--- src/hw/rtl/smsd_pkg.sv ---
// ----------------------------------------------------------------------------
// smsd_pkg
// Shared constants, types and the ramp ROM of the microstep sine drive.
// ----------------------------------------------------------------------------
`default_nettype none

package smsd_pkg;

  parameter int unsigned Microsteps = 18;
  parameter int unsigned RomLast    = 18;
  parameter int unsigned RomIdxW    = $clog2(RomLast + 1);
  parameter int unsigned PosW       = $clog2(4 * Microsteps + 1);
  parameter int unsigned PosOutW    = 7;
  parameter int unsigned DutyW      = 9;
  parameter int unsigned SpeedW     = 16;
  parameter int unsigned CountW     = 32;

  parameter logic [CountW-1:0] TargetReset = 32'hFFFF_FFFF;

  parameter logic [DutyW-1:0] RampRom [RomLast+1] = '{
    9'd292, 9'd308, 9'd324, 9'd339, 9'd345, 9'd353, 9'd367, 9'd375, 9'd380, 9'd393,
    9'd415, 9'd420, 9'd425, 9'd430, 9'd435, 9'd439, 9'd443, 9'd447, 9'd451
  };

  // one input request
  typedef struct packed {
    logic              restart;
    logic [SpeedW-1:0] speed_time;
  } item_t;

  // one result
  typedef struct packed {
    logic [DutyW-1:0]   duty_a1;
    logic [DutyW-1:0]   duty_b1;
    logic [DutyW-1:0]   duty_a2;
    logic [DutyW-1:0]   duty_b2;
    logic               stopped;
    logic               speed_load;
    logic [SpeedW-1:0]  speed_value;
    logic [PosOutW-1:0] micro_position;
  } result_t;

  // indexes past the end of the table saturate to the last entry
  function automatic logic [DutyW-1:0] rom_read(input logic [PosW:0] idx);
    logic [RomIdxW-1:0] sat;
    sat = (idx > (PosW+1)'(RomLast)) ? RomIdxW'(RomLast) : RomIdxW'(idx);
    return RampRom[sat];
  endfunction

endpackage

`default_nettype wire

--- src/hw/rtl/smsd_in_stage.sv ---
// ----------------------------------------------------------------------------
// smsd_in_stage
// Input register: holds one request until the step logic takes it.
// ----------------------------------------------------------------------------
`default_nettype none

module smsd_in_stage (
  input  wire logic          clk_i,
  input  wire logic          rst_ni,
  input  wire logic          in_valid_i,
  output logic               in_ready_o,
  input  wire smsd_pkg::item_t item_i,
  input  wire logic          take_i,
  output logic               valid_o,
  output smsd_pkg::item_t    item_o
);

  logic            valid_q, valid_d;
  smsd_pkg::item_t item_q;

  assign in_ready_o = !valid_q || take_i;
  assign valid_d    = in_valid_i ? 1'b1 : (valid_q && !take_i);

  always_ff @(posedge clk_i or negedge rst_ni) begin
    if (!rst_ni) begin
      valid_q <= 1'b0;
    end else begin
      valid_q <= valid_d;
    end
  end

  always_ff @(posedge clk_i) begin
    if (in_valid_i && in_ready_o) begin
      item_q <= item_i;
    end
  end

  assign valid_o = valid_q;
  assign item_o  = item_q;

endmodule

`default_nettype wire

--- src/hw/rtl/smsd_step.sv ---
// ----------------------------------------------------------------------------
// smsd_step
// Drive state, step target register and the per-tick duty computation.
// ----------------------------------------------------------------------------
`default_nettype none

module smsd_step (
  input  wire logic            clk_i,
  input  wire logic            rst_ni,
  input  wire logic            cfg_we_i,
  input  wire logic [smsd_pkg::CountW-1:0] cfg_data_i,
  input  wire logic            advance_i,
  input  wire smsd_pkg::item_t item_i,
  output smsd_pkg::result_t    result_o
);

  localparam int unsigned PosW = smsd_pkg::PosW;
  localparam logic [PosW:0] M1 = (PosW+1)'(smsd_pkg::Microsteps);
  localparam logic [PosW:0] M2 = (PosW+1)'(2 * smsd_pkg::Microsteps);
  localparam logic [PosW:0] M3 = (PosW+1)'(3 * smsd_pkg::Microsteps);
  localparam logic [PosW:0] M4 = (PosW+1)'(4 * smsd_pkg::Microsteps);

  logic [smsd_pkg::CountW-1:0] target_q;
  logic [smsd_pkg::CountW-1:0] steps_q, steps_d, steps_cur;
  logic [PosW-1:0]             position_q, position_d, position_cur;
  logic [smsd_pkg::SpeedW-1:0] last_speed_q, last_speed_d, last_speed_cur;

  logic                   at_target;
  logic                   speed_change;
  logic [PosW:0]          pos_wrap, step;
  logic [PosW:0]          idx_x, idx_y;
  logic [smsd_pkg::DutyW-1:0] duty_x, duty_y;
  smsd_pkg::result_t      res;

  // restart clears the state ahead of this tick
  assign steps_cur      = item_i.restart ? '0 : steps_q;
  assign position_cur   = item_i.restart ? '0 : position_q;
  assign last_speed_cur = item_i.restart ? '0 : last_speed_q;

  assign at_target    = steps_cur >= target_q;
  assign speed_change = last_speed_cur != item_i.speed_time;

  assign pos_wrap = ({1'b0, position_cur} >= M4) ? '0 : {1'b0, position_cur};
  assign step     = pos_wrap + (PosW+1)'(1);

  // quadrant select: x feeds the falling coil end, y the rising one
  always_comb begin
    res = '0;
    if (step <= M1) begin
      idx_x = M1 - step + (PosW+1)'(1);
      idx_y = step;
    end else if (step <= M2) begin
      idx_x = M2 - step;
      idx_y = step - M1 - (PosW+1)'(1);
    end else if (step <= M3) begin
      idx_x = M3 - step + (PosW+1)'(1);
      idx_y = step - M2;
    end else begin
      idx_x = M4 - step;
      idx_y = step - M3 - (PosW+1)'(1);
    end
    duty_x = smsd_pkg::rom_read(idx_x);
    duty_y = smsd_pkg::rom_read(idx_y);

    if (at_target) begin
      res.stopped        = 1'b1;
      res.micro_position = smsd_pkg::PosOutW'(position_cur);
    end else begin
      if (step <= M1) begin
        res.duty_a1 = duty_x;
        res.duty_b1 = duty_y;
      end else if (step <= M2) begin
        res.duty_b1 = duty_x;
        res.duty_a2 = duty_y;
      end else if (step <= M3) begin
        res.duty_a2 = duty_x;
        res.duty_b2 = duty_y;
      end else begin
        res.duty_b2 = duty_x;
        res.duty_a1 = duty_y;
      end
      res.speed_load     = speed_change;
      res.speed_value    = speed_change ? item_i.speed_time : '0;
      res.micro_position = smsd_pkg::PosOutW'(step);
    end
  end

  always_comb begin
    steps_d      = steps_cur;
    position_d   = position_cur;
    last_speed_d = last_speed_cur;
    if (!at_target) begin
      steps_d      = steps_cur + smsd_pkg::CountW'(1);
      position_d   = PosW'(step);
      last_speed_d = item_i.speed_time;
    end
  end

  always_ff @(posedge clk_i or negedge rst_ni) begin
    if (!rst_ni) begin
      target_q     <= smsd_pkg::TargetReset;
      steps_q      <= '0;
      position_q   <= '0;
      last_speed_q <= '0;
    end else begin
      if (cfg_we_i) begin
        target_q <= cfg_data_i;
      end
      if (advance_i) begin
        steps_q      <= steps_d;
        position_q   <= position_d;
        last_speed_q <= last_speed_d;
      end
    end
  end

  assign result_o = res;

  position_range_a: assert property (@(posedge clk_i) disable iff (!rst_ni)
    {1'b0, position_q} <= M4)
    else $error("position beyond four phases");

endmodule

`default_nettype wire

--- src/hw/rtl/smsd_out_stage.sv ---
// ----------------------------------------------------------------------------
// smsd_out_stage
// Result register: holds one result until the consumer takes it.
// ----------------------------------------------------------------------------
`default_nettype none

module smsd_out_stage (
  input  wire logic              clk_i,
  input  wire logic              rst_ni,
  input  wire logic              valid_i,
  output logic                   ready_o,
  input  wire smsd_pkg::result_t result_i,
  output logic                   out_valid_o,
  input  wire logic              out_ready_i,
  output smsd_pkg::result_t      result_o
);

  logic              valid_q, valid_d;
  smsd_pkg::result_t result_q;

  assign ready_o = !valid_q || out_ready_i;
  assign valid_d = valid_i ? 1'b1 : (valid_q && !out_ready_i);

  always_ff @(posedge clk_i or negedge rst_ni) begin
    if (!rst_ni) begin
      valid_q <= 1'b0;
    end else begin
      valid_q <= valid_d;
    end
  end

  always_ff @(posedge clk_i) begin
    if (valid_i && ready_o) begin
      result_q <= result_i;
    end
  end

  assign out_valid_o = valid_q;
  assign result_o    = result_q;

endmodule

`default_nettype wire

--- src/hw/rtl/stepper_microstep_sine_drive_unit.sv ---
// ----------------------------------------------------------------------------
// stepper_microstep_sine_drive_unit
// Bipolar stepper microstep drive: one set of coil duties per timer tick.
// ----------------------------------------------------------------------------
// Takes one tick request per clock while the consumer takes results, and
// returns one result per request. Each request passes through the input
// register, then the result register, before its result is presented. The
// position, step total and last period are updated as a request moves from
// the input register to the result register, so consecutive ticks see each
// other's state. Duties come from a 19-entry ramp table; once the step total
// reaches step_target the block reports stopped with zero duties until a
// restart request or a larger step target. The step target can be rewritten
// at any time through the cfg channel, which is always ready; it should only
// change while no requests are in flight.
`default_nettype none

module stepper_microstep_sine_drive_unit (
  input  wire logic                          clk_i,
  input  wire logic                          rst_ni,

  input  wire logic                          cfg_valid_i,
  output logic                               cfg_ready_o,
  input  wire logic [smsd_pkg::CountW-1:0]   cfg_data_i,

  input  wire logic                          in_valid_i,
  output logic                               in_ready_o,
  input  wire logic                          restart_i,
  input  wire logic [smsd_pkg::SpeedW-1:0]   speed_time_i,

  output logic                               out_valid_o,
  input  wire logic                          out_ready_i,
  output logic [smsd_pkg::DutyW-1:0]         duty_a1_o,
  output logic [smsd_pkg::DutyW-1:0]         duty_b1_o,
  output logic [smsd_pkg::DutyW-1:0]         duty_a2_o,
  output logic [smsd_pkg::DutyW-1:0]         duty_b2_o,
  output logic                               stopped_o,
  output logic                               speed_load_o,
  output logic [smsd_pkg::SpeedW-1:0]        speed_value_o,
  output logic [smsd_pkg::PosOutW-1:0]       micro_position_o
);

  smsd_pkg::item_t   item_in, item_q;
  smsd_pkg::result_t res_step, res_out;
  logic              item_valid, out_take, advance;

  assign cfg_ready_o = 1'b1;

  assign item_in.restart    = restart_i;
  assign item_in.speed_time = speed_time_i;

  assign advance = item_valid && out_take;

  smsd_in_stage u_in (
    .clk_i      (clk_i),
    .rst_ni     (rst_ni),
    .in_valid_i (in_valid_i),
    .in_ready_o (in_ready_o),
    .item_i     (item_in),
    .take_i     (out_take),
    .valid_o    (item_valid),
    .item_o     (item_q)
  );

  smsd_step u_step (
    .clk_i      (clk_i),
    .rst_ni     (rst_ni),
    .cfg_we_i   (cfg_valid_i && cfg_ready_o),
    .cfg_data_i (cfg_data_i),
    .advance_i  (advance),
    .item_i     (item_q),
    .result_o   (res_step)
  );

  smsd_out_stage u_out (
    .clk_i       (clk_i),
    .rst_ni      (rst_ni),
    .valid_i     (item_valid),
    .ready_o     (out_take),
    .result_i    (res_step),
    .out_valid_o (out_valid_o),
    .out_ready_i (out_ready_i),
    .result_o    (res_out)
  );

  assign duty_a1_o        = res_out.duty_a1;
  assign duty_b1_o        = res_out.duty_b1;
  assign duty_a2_o        = res_out.duty_a2;
  assign duty_b2_o        = res_out.duty_b2;
  assign stopped_o        = res_out.stopped;
  assign speed_load_o     = res_out.speed_load;
  assign speed_value_o    = res_out.speed_value;
  assign micro_position_o = res_out.micro_position;

  stopped_quiet_a: assert property (@(posedge clk_i) disable iff (!rst_ni)
    (out_valid_o && stopped_o) |->
      (duty_a1_o == '0 && duty_b1_o == '0 && duty_a2_o == '0 && duty_b2_o == '0 &&
       !speed_load_o))
    else $error("stopped result drives the coils");

  no_load_zero_a: assert property (@(posedge clk_i) disable iff (!rst_ni)
    (out_valid_o && !speed_load_o) |-> speed_value_o == '0)
    else $error("period value without reload");

  two_coils_a: assert property (@(posedge clk_i) disable iff (!rst_ni)
    out_valid_o |-> $countones({duty_a1_o != '0, duty_b1_o != '0,
                                duty_a2_o != '0, duty_b2_o != '0}) <= 2)
    else $error("more than two coil ends driven");

  result_after_request_a: assert property (@(posedge clk_i) disable iff (!rst_ni)
    $rose(out_valid_o) |-> $past(item_valid))
    else $error("result without a request");

endmodule

`default_nettype wire
--- config.mk ---
export PLATFORM = sky130hd
export DESIGN_NAME = stepper_microstep_sine_drive_unit
export DESIGN_NICKNAME = d
export VERILOG_FILES = /design/src/hw/rtl/smsd_pkg.sv /design/src/hw/rtl/smsd_in_stage.sv /design/src/hw/rtl/smsd_step.sv /design/src/hw/rtl/smsd_out_stage.sv /design/src/hw/rtl/stepper_microstep_sine_drive_unit.sv
export SDC_FILE = /design/constraint.sdc
export NUM_CORES = 1
export LEC_CHECK = 0
export BUFFER_PORTS_ARGS = -buffer_cell sky130_fd_sc_hd__buf_2
export CELL_PAD_IN_SITES_DETAIL_PLACEMENT = 1
export CELL_PAD_IN_SITES_GLOBAL_PLACEMENT = 2
export CORE_UTILIZATION = 38
export DETAILED_ROUTE_END_ITERATION = 6
export PLACE_DENSITY_LB_ADDON = 0.2
export SLEW_MARGIN = 10
export SYNTH_ARGS = -nofsm -noshare
export SYNTH_HDL_FRONTEND = slang
export SYNTH_HIERARCHICAL = 1
export SYNTH_SLANG_ARGS = --single-unit
--- constraint.sdc ---
create_clock -name clk_i -period 7.2 [get_ports clk_i]
set_clock_uncertainty 0.15 [all_clocks]
set_input_delay 0 -clock clk_i [delete_from_list [all_inputs] [get_ports clk_i]]
set_output_delay 0 -clock clk_i [all_outputs]
set_load 0.01 [all_outputs]
=== After elaboration in Yosys (flattened, before gate mapping) ===
Memory sizes are Yosys's and may differ from the RTL's.
Index checks and enable logic that the tools add are counted.

* Register bits: 167
* Bits in latches: 0
* Word-level logic and storage cells: 86
* RAM bits: 0
* Output and inout bits: 64
* ROM bits: 576
* Bits of input ports: 54
* Memories: 2

* Equality and inequality tests: 1
* Shifts and indexed selects: 0
* Add/sub/neg operators: 13
* Bitwise logic cells: 3
* Multiplexer cells: 29
* Order comparisons: 9
* Reduce and logical (&&, ||, !) cells: 13
* Div/mod/pow operators: 0
* Multipliers: 0

{| class="wikitable"
|+ Memories
! name !! depth !! bits a word !! read ports !! clocked after memory_dff !! write ports !! line !! source
|-
| (no name shown) || 32 || 9 || 1 || 0 || 0 || smsd_pkg.sv:47 || <nowiki>return RampRom[sat];</nowiki>
|-
| (no name shown) || 32 || 9 || 1 || 0 || 0 || smsd_pkg.sv:47 ||
|}

{| class="wikitable"
|+ Operators by type and width
! kind !! count
|-
| 2-to-1 mux 9 bit || 10
|-
| 2-to-1 mux 32 bit || 2
|-
| 2-to-1 mux 8 bit || 6
|-
| adder 32 x 1 -> 32 bit, second input constant || 1
|-
| >= comparator 32 bit || 1
|-
| 2-to-1 mux 16 bit || 2
|-
| adder 8 x 1 -> 8 bit, second input constant || 3
|-
| 2-to-1 mux 7 bit || 3
|-
| 2-to-1 mux 18 bit || 1
|-
| greater-than comparator 8 x 5 -> 1 bit, second input constant || 2
|-
| <= comparator 8 x 6 -> 1 bit, second input constant || 2
|-
| != test 16 bit || 1
|-
| subtractor 6 x 8 -> 8 bit, first input constant || 2
|-
| subtractor 8 x 1 -> 8 bit, second input constant || 2
|-
| subtractor 8 x 6 -> 8 bit, second input constant || 2
|-
| >= comparator 6 bit, second input constant || 2
|-
| inverter 5 -> 6 bit || 2
|-
| 2-to-1 mux 5 bit || 2
|-
| <= comparator 8 x 5 -> 1 bit, second input constant || 1
|-
| subtractor 5 x 8 -> 8 bit, first input constant || 1
|-
| subtractor 7 x 8 -> 8 bit, first input constant || 1
|-
| subtractor 8 x 5 -> 8 bit, second input constant || 1
|-
| >= comparator 7 bit, second input constant || 1
|-
| logical AND 1 bit || 4
|-
| 6 further kinds || 13
|}

=== Logic depth before layout (Yosys ltp) ===
Gate-level depths: netlist of run 1.

* Depth in word-level cells: 18
* Mapped depth: 29
* Depth with buffers taken out: 24

=== By module ===
The synthesis of run 1 kept the hierarchy.

{| class="wikitable"
|+ Modules (own cells, without submodules)
! module !! area each (µm²) !! cells an instance !! sequential area each (µm²) !! times used
|-
| smsd_step || 8,027.7 || 975 || 2,217.1 || 1
|-
| smsd_out_stage || 1,885.6 || 65 || 1,856.8 || 1
|-
| smsd_in_stage || 564.3 || 21 || 535.5 || 1
|-
| stepper_microstep_sine_drive_unit || 17.5 || 3 || 0.0 || 1
|}

=== Worst setup path after synthesis of run 1 ===
OpenSTA, ideal clock, no wires.

* Path kind: reg2reg
* From: reg u_step.position_q[5]
* To: reg u_out.result_q (netlist bit u_out/result_o[52]) (data pin)
* Setup slack: 1.690 ns
* Arrival time: 5.094 ns
* Clock period less this slack: 5.510 ns
* Setup time: 0.266 ns
* Data required time: 6.784 ns
* Cell stages (with the launch flop): 27
* Buffers on the path: 3
* Cell sequence: dfrtp_1 buf_6 o31a_1 nor2_1 ha_1 nor2b_1 a32o_1 buf_4 inv_2 ha_1 nand2_1 mux2i_1 a311oi_4 a31oi_4 nor3_2 a221o_1 buf_4 nand3_2 a21boi_1 nand2_1 inv_1 ha_1 a21oi_1 a211oi_1 o211ai_2 a22oi_1 nor2_1

* Cells in the longest elaborated chain, start to end: 18
* Elaborated cells between the ends (all ways): 39
* Classes of those cells: add/sub: 12; order compare: 6; mux: 17; bitwise: 2; memory: 2

{| class="wikitable"
|+ RTL lines
! what !! line !! source
|-
| start: declaration || smsd_step.sv:25 || <nowiki>logic [PosW-1:0] position_q, position_d, position_cur;</nowiki>
|-
| start signal: assignment || smsd_step.sv:111 || <nowiki>position_q <= position_d;</nowiki>
|-
| 2-to-1 mux 7 bit (*) || smsd_step.sv:37 || <nowiki>assign position_cur = item_i.restart ? '0 : position_q;</nowiki>
|-
| >= comparator 7 bit || smsd_step.sv:43 || <nowiki>assign pos_wrap = ({1'b0, position_cur} >= M4) ? '0 : {1'b0, position_cur};</nowiki>
|-
| 2-to-1 mux 7 bit (*) || smsd_step.sv:43 ||
|-
| adder 8 x 1 -> 8 bit (*) || smsd_step.sv:44 || <nowiki>assign step = pos_wrap + (PosW+1)'(1);</nowiki>
|-
| subtractor 8 x 6 -> 8 bit || smsd_step.sv:60 || <nowiki>idx_y = step - M3 - (PosW+1)'(1);</nowiki>
|-
| subtractor 8 x 1 -> 8 bit || smsd_step.sv:60 ||
|-
| 2-to-1 mux 8 bit || smsd_step.sv:55 || <nowiki>end else if (step <= M3) begin</nowiki>
|-
| 2-to-1 mux 8 bit || smsd_step.sv:52 || <nowiki>end else if (step <= M2) begin</nowiki>
|-
| 2-to-1 mux 8 bit || smsd_step.sv:49 || <nowiki>if (step <= M1) begin</nowiki>
|-
| greater-than comparator 8 x 5 -> 1 bit || smsd_pkg.sv:46 || <nowiki>sat = (idx > (PosW+1)'(RomLast)) ? RomIdxW'(RomLast) : RomIdxW'(idx);</nowiki>
|-
| 2-to-1 mux 5 bit || smsd_pkg.sv:46 ||
|-
| inverter 5 -> 6 bit (not written as such) || smsd_pkg.sv:47 ||
|-
| memory read (32 x 9 bit) || -- ||
|-
| 2-to-1 mux 9 bit (not written as such) (2 in series) || smsd_pkg.sv:47 ||
|-
| 2-to-1 mux 9 bit || smsd_step.sv:75 || <nowiki>end else if (step <= M3) begin</nowiki>
|-
| 2-to-1 mux 9 bit || smsd_step.sv:72 || <nowiki>end else if (step <= M2) begin</nowiki>
|-
| 2-to-1 mux 18 bit (*) || smsd_step.sv:69 || <nowiki>if (step <= M1) begin</nowiki>
|-
| end signal: assignment || smsd_out_stage.sv:34 || <nowiki>result_q <= result_i;</nowiki>
|-
| end: declaration || smsd_out_stage.sv:19 || <nowiki>smsd_pkg::result_t result_q;</nowiki>
|}

Every way passes the cells marked *; elsewhere a longest branch is shown, timed or not. The select of a mux whose other input is x is not followed.
A chain may end at the register's enable or synchronous reset.

=== Worst setup path in the final report of run 1 ===
* From: reg u_step.position_q[6]
* To: reg u_out.result_q (netlist bit u_out/result_o[52]) (data pin)

Same word-level chain as after synthesis.

==> qor.yml, run 1 <==
drt:
  wl_met3_um: 1150
  drc: 0
  top_layer: "met4"
  vias_per_cell: 5.56
  drt_first_pass_iters: 5
  drt_iter0_drc: 538
  wl_met2_um: 13800
  routedWlPerCell_um: 19.2
  postRouteAntennaNets: 0
  drt-met1-wl_um: 15200
  via_count: 8870
  routed_wl_um: 30600
cells_and_area:
  drive_gt1_share_pct: 20.9
  area_growth_pct: 21.5
  stdcell_count: 1595
  final_common_cell: "nand2_1"
  diodes: 0
  final_cell_mix: "124 x nand2_1, 115 x buf_2, 78 x edfxtp_1"
  nets: 1352
worst_setup_path:
  critPathLaunchType: "register"
  crit_top_cell: "ha_1"
  worstSetupEndpointType: "register"
  worstSetupPathType: "register to register"
  timing.critical_path.slowest_stage_cell: "a311oi_4"
  path_buf_inv: 4
  max_stage_delay_ns: 0.75
  critical_path.cell_chain: "o31ai_4 -> nand3_1 -> inv_1 -> ha_1 -> buf_4 -> o21ai_0 -> and2_1 -> ha_1 -> o21ai_0 -> a311oi_4 -> buf_4 -> nor2_1 -> o21ai_1 -> and2_1 -> nand3_2 -> a21boi_1 -> nand2_1 -> inv_1 -> ha_1 -> a21oi_1 -> a211oi_1 -> o211ai_2 -> a22oi_1 -> nor2_1"
  crit_family: "compound AO/OA/AOI/OAI gates"
  worst_ep_arrival_time_ns: 6.66
  worstPathRequired_ns: 7.20
  crit_path_max_fanout: 16
yosys:
  syn-num-nets: 1175
  yosys_register_bits: 167
  synth.distinct_cells: 102
  syn_area_um2: 10500
  post-synth-top-area-fraction_pct: 22.3
  synth_edf_count: 78
  yosys_warnings: 6
  avgSynthCellArea_um2: 9.86
  synth-async-reset-ratio_pct: 53.3
  synth.area.top_cells: "edfxtp_1 22%, dfrtp_1 14%, dfstp_2 8.0%, ha_1 6.8%, nand2_1 4.4%"
  ys_seq_area_share_pct: 43.9
  synth_cells: 1064
  yosys.area.top_type: "edfxtp_1"
  ys.flop_type: "edfxtp_1"
place:
  dpl.cell_count: 1491
  numPortBuffers: 116
  gp_congestion: 0.880
  dp_hpwl_um: 21400
timing:
  tightestPinTransition_ns: 1.15
  setup_viol: 0
  finalCriticalPeriod_ns: 6.66
  slew_violations: 0
  timing.fmax_ghz: 0.150
  fin_setup_tns_ns: 0
  rsz0062_at_grt: "no"
  hold_viol: 0
  fin_crit_sh_pct: 92.5
  maxSlewHeadroom_pct: 22.3
run:
  maxCapViolCount: 0
floorplanning:
  fp-row-count: 60
  die_width_um: 168
  io_pins: 118
  dieArea_um2: 28300
  initial_core_util_pct: 38.8
  coreArea_um2: 27000
  die_h_um: 168
clocking:
  insertion_delay_ns: 0.43
  clk_pin_slew_ns: 0.08
  tritoncts: "yes"
  root_buffer: "clkbuf_16"
  cts.sinks: 167
  cts_setup_buffers: 0
  clockBufferDepth: 2
  cts_buffers: 17
  htree_levels: 4
global_routing:
  grt-ovfl-total: 0
  grt_max_degree: 64
  grtUsageTotal_pct: 22.4
  grt_pass1_wl_um: 49700
  antenna_found_initial: 0
  first_global_vias: 9089
pwr:
  peakVddDrop_v: 0.000126
  leakage_nw: 5.29
  power.density_nw_per_um2: 234
worst_hold_path:
  hp-class: "input port to register"
status:
  outcome: "finished clean"
## worst paths after layout
| check | depth (start not counted) | from | slack (ns) | to |
|---|---|---|---|---|
| max | 24 | u_step/position_q[6] | 0.54 | u_out/result_o[52] |
| min | 4 | cfg_valid_i | 0.01 | u_step/target_q[21] |
| max reg2reg | 24 | u_step/position_q[6] | 0.54 | u_out/result_o[52] |
| min reg2reg | 1 | u_step/last_speed_q[9] | 0.36 | u_step/last_speed_q[9] |
| max in group asynchronous | 3 | rst_ni | 5.92 | u_step/steps_q[19] |
| min in group asynchronous | 2 | rst_ni | 0.09 | u_step/target_q[27] |
## metal layers
layer / vias to the layer above / GRT usage (%)
met5: - / 0
li1: 4216 / -
met3: 28 / 2.61
met2: 225 / 35.4
met4: 0 / 6.25
met1: 4401 / 32.2
## cells in the mapped netlist (8+ instances only)
library cell	instances
nand2_1	124
edfxtp_1	78
o21ai_0	65
nor2_1	61
inv_1	59
dfrtp_1	57
ha_1	57
a21oi_1	46
nand3_1	33
dfstp_2	32
nor2b_1	30
clkbuf_1	29
and2_1	25
nor3_1	24
a22o_1	21
o22ai_1	20
xnor2_1	20
a31oi_1	17
xor2_1	17
a21o_1	14
nand4_1	13
a211oi_1	11
nand2b_1	11
buf_6	10
and3_1	9
buf_2	8
buf_4	8
o211ai_1	8
## report_power, final
part | leakage (nW) | switching (mW) | total, mW | internal [mW]
Clock | 0.311 | 0.504 | 0.997 | 0.493
Combinational | 3.15 | 0.489 | 0.803 | 0.315
Sequential | 1.82 | 0.0607 | 1.19 | 1.13
## what timing repair did
item / CTS / global route
endpoints found under the setup margin: 0 / 4
hold buffers: 72 / 0
endpoints found under the hold margin: 95 / 0
resized for setup: 0 / 1
## metrics by stage
step                      instance area, um^2  utilization, %  worst slack, ns  hold WS [ns]  total power, mW
after detailed placement                11400            42.1            0.533        -0.190             1.97
after global placement                  11400            42.1            0.676        -0.190             1.96
after global routing                    12800            47.2           0.0984        0.0564             3.15
final                                   12800            47.2            0.542        0.0122             2.99
after floorplan                         10500               -             1.69        -0.446             1.73
after CTS                               12800            47.2            0.466       0.00201             3.01
## registers in the layout, summed over array words and instances, names as in the netlist
name,cells
u_out/result_o,61
u_in/valid_o,1
u_step/steps_q,32
u_step/position_q,7
u_step/last_speed_q,16
u_step/target_q,32
u_in/item_o,17
u_out/out_valid_o,1
## area by class of cell
cell class                      count  area (um^2)
Clock inverter                     15          223
Fill cell                        3030        14300
Sequential cell                   167         4610
Tap cell                          341          427
Inverter                           64          245
Timing Repair Buffer              216         1510
Clock buffer                       17          425
Multi-Input combinational cell    775         5310
## tightest hold or removal path, delay by kind of cell
family          cells  cell delay [ns]
compound gates      1             0.07
buf+inv             2             0.37
simple gates        1             0.12
## cell families (layout without fill, tap and decap cells)
kind of cell / Yosys count / count (layout) / synth area share (%)
other: 1 / 1 / 0.0357
xor gates and xnor gates: 39 / 39 / 3.40
muxes: 15 / 15 / 1.74
and+or+nand+nor: 371 / 371 / 17.9
adders and majority gates: 57 / 57 / 6.80
buffers and inverters: 122 / 312 / 5.51
DFF: 167 / 167 / 43.9
AOI/OAI and AO/OA: 292 / 292 / 20.7
Note: power is estimated with default switching activity, not from simulation.
==> run 2, diff against run 1 <==
Settings changed: BUFFER_PORTS_ARGS -buffer_cell sky130_fd_sc_hd__buf_2 to default, CORE_UTILIZATION 38 to 41, DONT_BUFFER_PORTS from default to 1.
==> qor.yml, run 2 (synthesis gave the netlist of run 1 again) <==
timing:
  fin_setup_tns_ns: 0
  setup_viol: 0
  rsz0062_at_grt: "no"
  tightestPinTransition_ns: 1.10
  maxSlewHeadroom_pct: 26.5
  timing.fmax_ghz: 0.155
  hold_viol: 0
  slew_violations: 0
  finalCriticalPeriod_ns: 6.43
  fin_crit_sh_pct: 89.4
pwr:
  power.density_nw_per_um2: 235
  peakVddDrop_v: 0.000115
  leakage_nw: 5.03
drt:
  drt_first_pass_iters: 4
  drc: 0
  routedWlPerCell_um: 21.2
  vias_per_cell: 5.78
  drt_iter0_drc: 520
  via_count: 8780
  routed_wl_um: 32200
  postRouteAntennaNets: 0
cells_and_area:
  drive_gt1_share_pct: 12.8
  stdcell_count: 1518
  fillers: 2792
  final_common_cell: "nand2_1"
  fin_area_um2: 12600
  diodes: 0
  multiInputGateArea_um2: 5310
  seq_area_um2: 4610
  final_cell_mix: "124 x nand2_1, 115 x dlygate4sd3_1, 78 x edfxtp_1"
  largest_register_ffs: 61
  area_growth_pct: 20.5
  nets: 1286
global_routing:
  first_global_vias: 9124
  grtUsageTotal_pct: 25.2
  use_met2_pct: 42.0
  met3_usage_pct: 4.21
  grt-busiest-layer: "met2"
  grt-ovfl-total: 0
  grt_max_degree: 90
  use_met1_pct: 34.0
  antenna_found_initial: 0
  grt_pass1_wl_um: 51100
place:
  dp_hpwl_um: 21000
  numPortBuffers: 0
  dpl.cell_count: 1369
  place_area_um2: 10800
  gp_congestion: 0.884
floorplanning:
  fp-row-count: 58
  die_h_um: 162
  dieArea_um2: 26200
  io_pins: 118
  initial_core_util_pct: 41.8
  coreArea_um2: 25100
  die_width_um: 162
worst_hold_path:
  min_from: "speed_time_i[8]"
  whs_path_depth: 1
  hp-class: "input port to register"
  hold_end: "u_in/item_o[8]"
worst_setup_path:
  worst_r2r_path_depth: 24
  r2r_slack_ns: 0.77
  crit_top_cell: "ha_1"
  timing.critical_path.slowest_stage_cell: "dfrtp_1"
  max_stage_delay_ns: 0.66
  worstPathRequired_ns: 7.29
  worstSetupPathType: "register to register"
  timing.rr.start: "u_step/position_q[4]"
  critical_path.cell_chain: "o31ai_4 -> nand3_1 -> inv_1 -> ha_1 -> buf_4 -> or3_1 -> and2_1 -> ha_1 -> nand2_1 -> mux2i_1 -> a311oi_4 -> buf_4 -> o22ai_1 -> a31oi_1 -> o22ai_1 -> a21boi_1 -> o21ai_0 -> and3_1 -> ha_1 -> a21oi_1 -> a211oi_1 -> o211ai_2 -> nor2_1 -> a2111oi_2"
  critPathLaunchType: "register"
  r2r-end: "u_out/result_o[25]"
  worst_ep_arrival_time_ns: 6.52
  worstSetupEndpointType: "register"
  crit_path_max_fanout: 14
clocking:
  cts_setup_buffers: 0
  tritoncts: "yes"
  insertion_delay_ns: 0.44
  htree_levels: 4
  root_buffer: "clkbuf_16"
  cts_buffers: 17
  clk_pin_slew_ns: 0.08
  clockBufferDepth: 2
  cts.sinks: 167
status:
  outcome: "finished clean"
run:
  maxCapViolCount: 0
==> run 2: layout make-up <==
type / instances / area share, %
well taps: 330 / 3.27
clock buffers: 17 / 3.36
clock inverters: 15 / 1.55
repair buffers: 150 / 11.4
multi-input cells: 775 / 42.0
inverters: 64 / 1.94
flip-flops and latches: 167 / 36.5
==> run 2: worst max path at each step <==
stage                               from                 end  slack (ns)  cells after the start
floorplan           u_step/position_q[5]  u_out/result_o[52]        1.69                     26
global placement    u_step/position_q[4]  u_out/result_o[47]        1.03                     22
detailed placement  u_step/position_q[4]  u_out/result_o[25]        0.89                     23
CTS                 u_step/position_q[4]  u_out/result_o[25]        0.82                     24
global route        u_step/position_q[4]  u_out/result_o[25]        0.28                     23
finish              u_step/position_q[4]  u_out/result_o[25]        0.77                     24
==> run 2: worst max-delay path, delay by kind of cell (launching register included) <==
family                   cells  cell delay [ns]
multiplexers                 1             0.16
flip-flops                   1             0.66
AO/OA/AOI/OAI               11             2.55
buffers and inverters        3             0.56
adder cells (fa/ha/maj)      3             0.83
AND/OR/NAND/NOR              6             1.31
==> run 2: what timing repair did <==
item                                    in CTS  in global routing
endpoints found under the hold margin      157                  0
endpoints found under the setup margin       0                  0
hold buffers                               117                  0
resized for setup                            0                  0
==> run 2: metal layers <==
layer	part of all wire [%]	up-vias
met1	47	4443
met4	1.3	0
met2	48	204
li1	-	4096
met3	3.6	37
met5	0	-
==> run 2: power breakdown <==
part / switching [mW] / leakage [nW] / internal (mW)
sequential: 0.0870 / 1.82 / 1.13
clock: 0.487 / 0.293 / 0.477
combinational: 0.470 / 2.92 / 0.316
total: 1.04 / 5.03 / 1.92
==> run 2: through the flow <==
| step | setup slack (ns) | hold WS, ns | total power [mW] | utilization, % |
|---|---|---|---|---|
| after floorplan | 1.69 | -0.446 | 1.73 | - |
| after global placement | 1.03 | -0.440 | 1.91 | 43.1 |
| after detailed placement | 0.894 | -0.442 | 1.93 | 43.1 |
| after CTS | 0.824 | 0.000829 | 2.98 | 50.4 |
| after global routing | 0.276 | 0.000239 | 3.11 | 50.4 |
| final | 0.766 | 0.0268 | 2.97 | 50.4 |
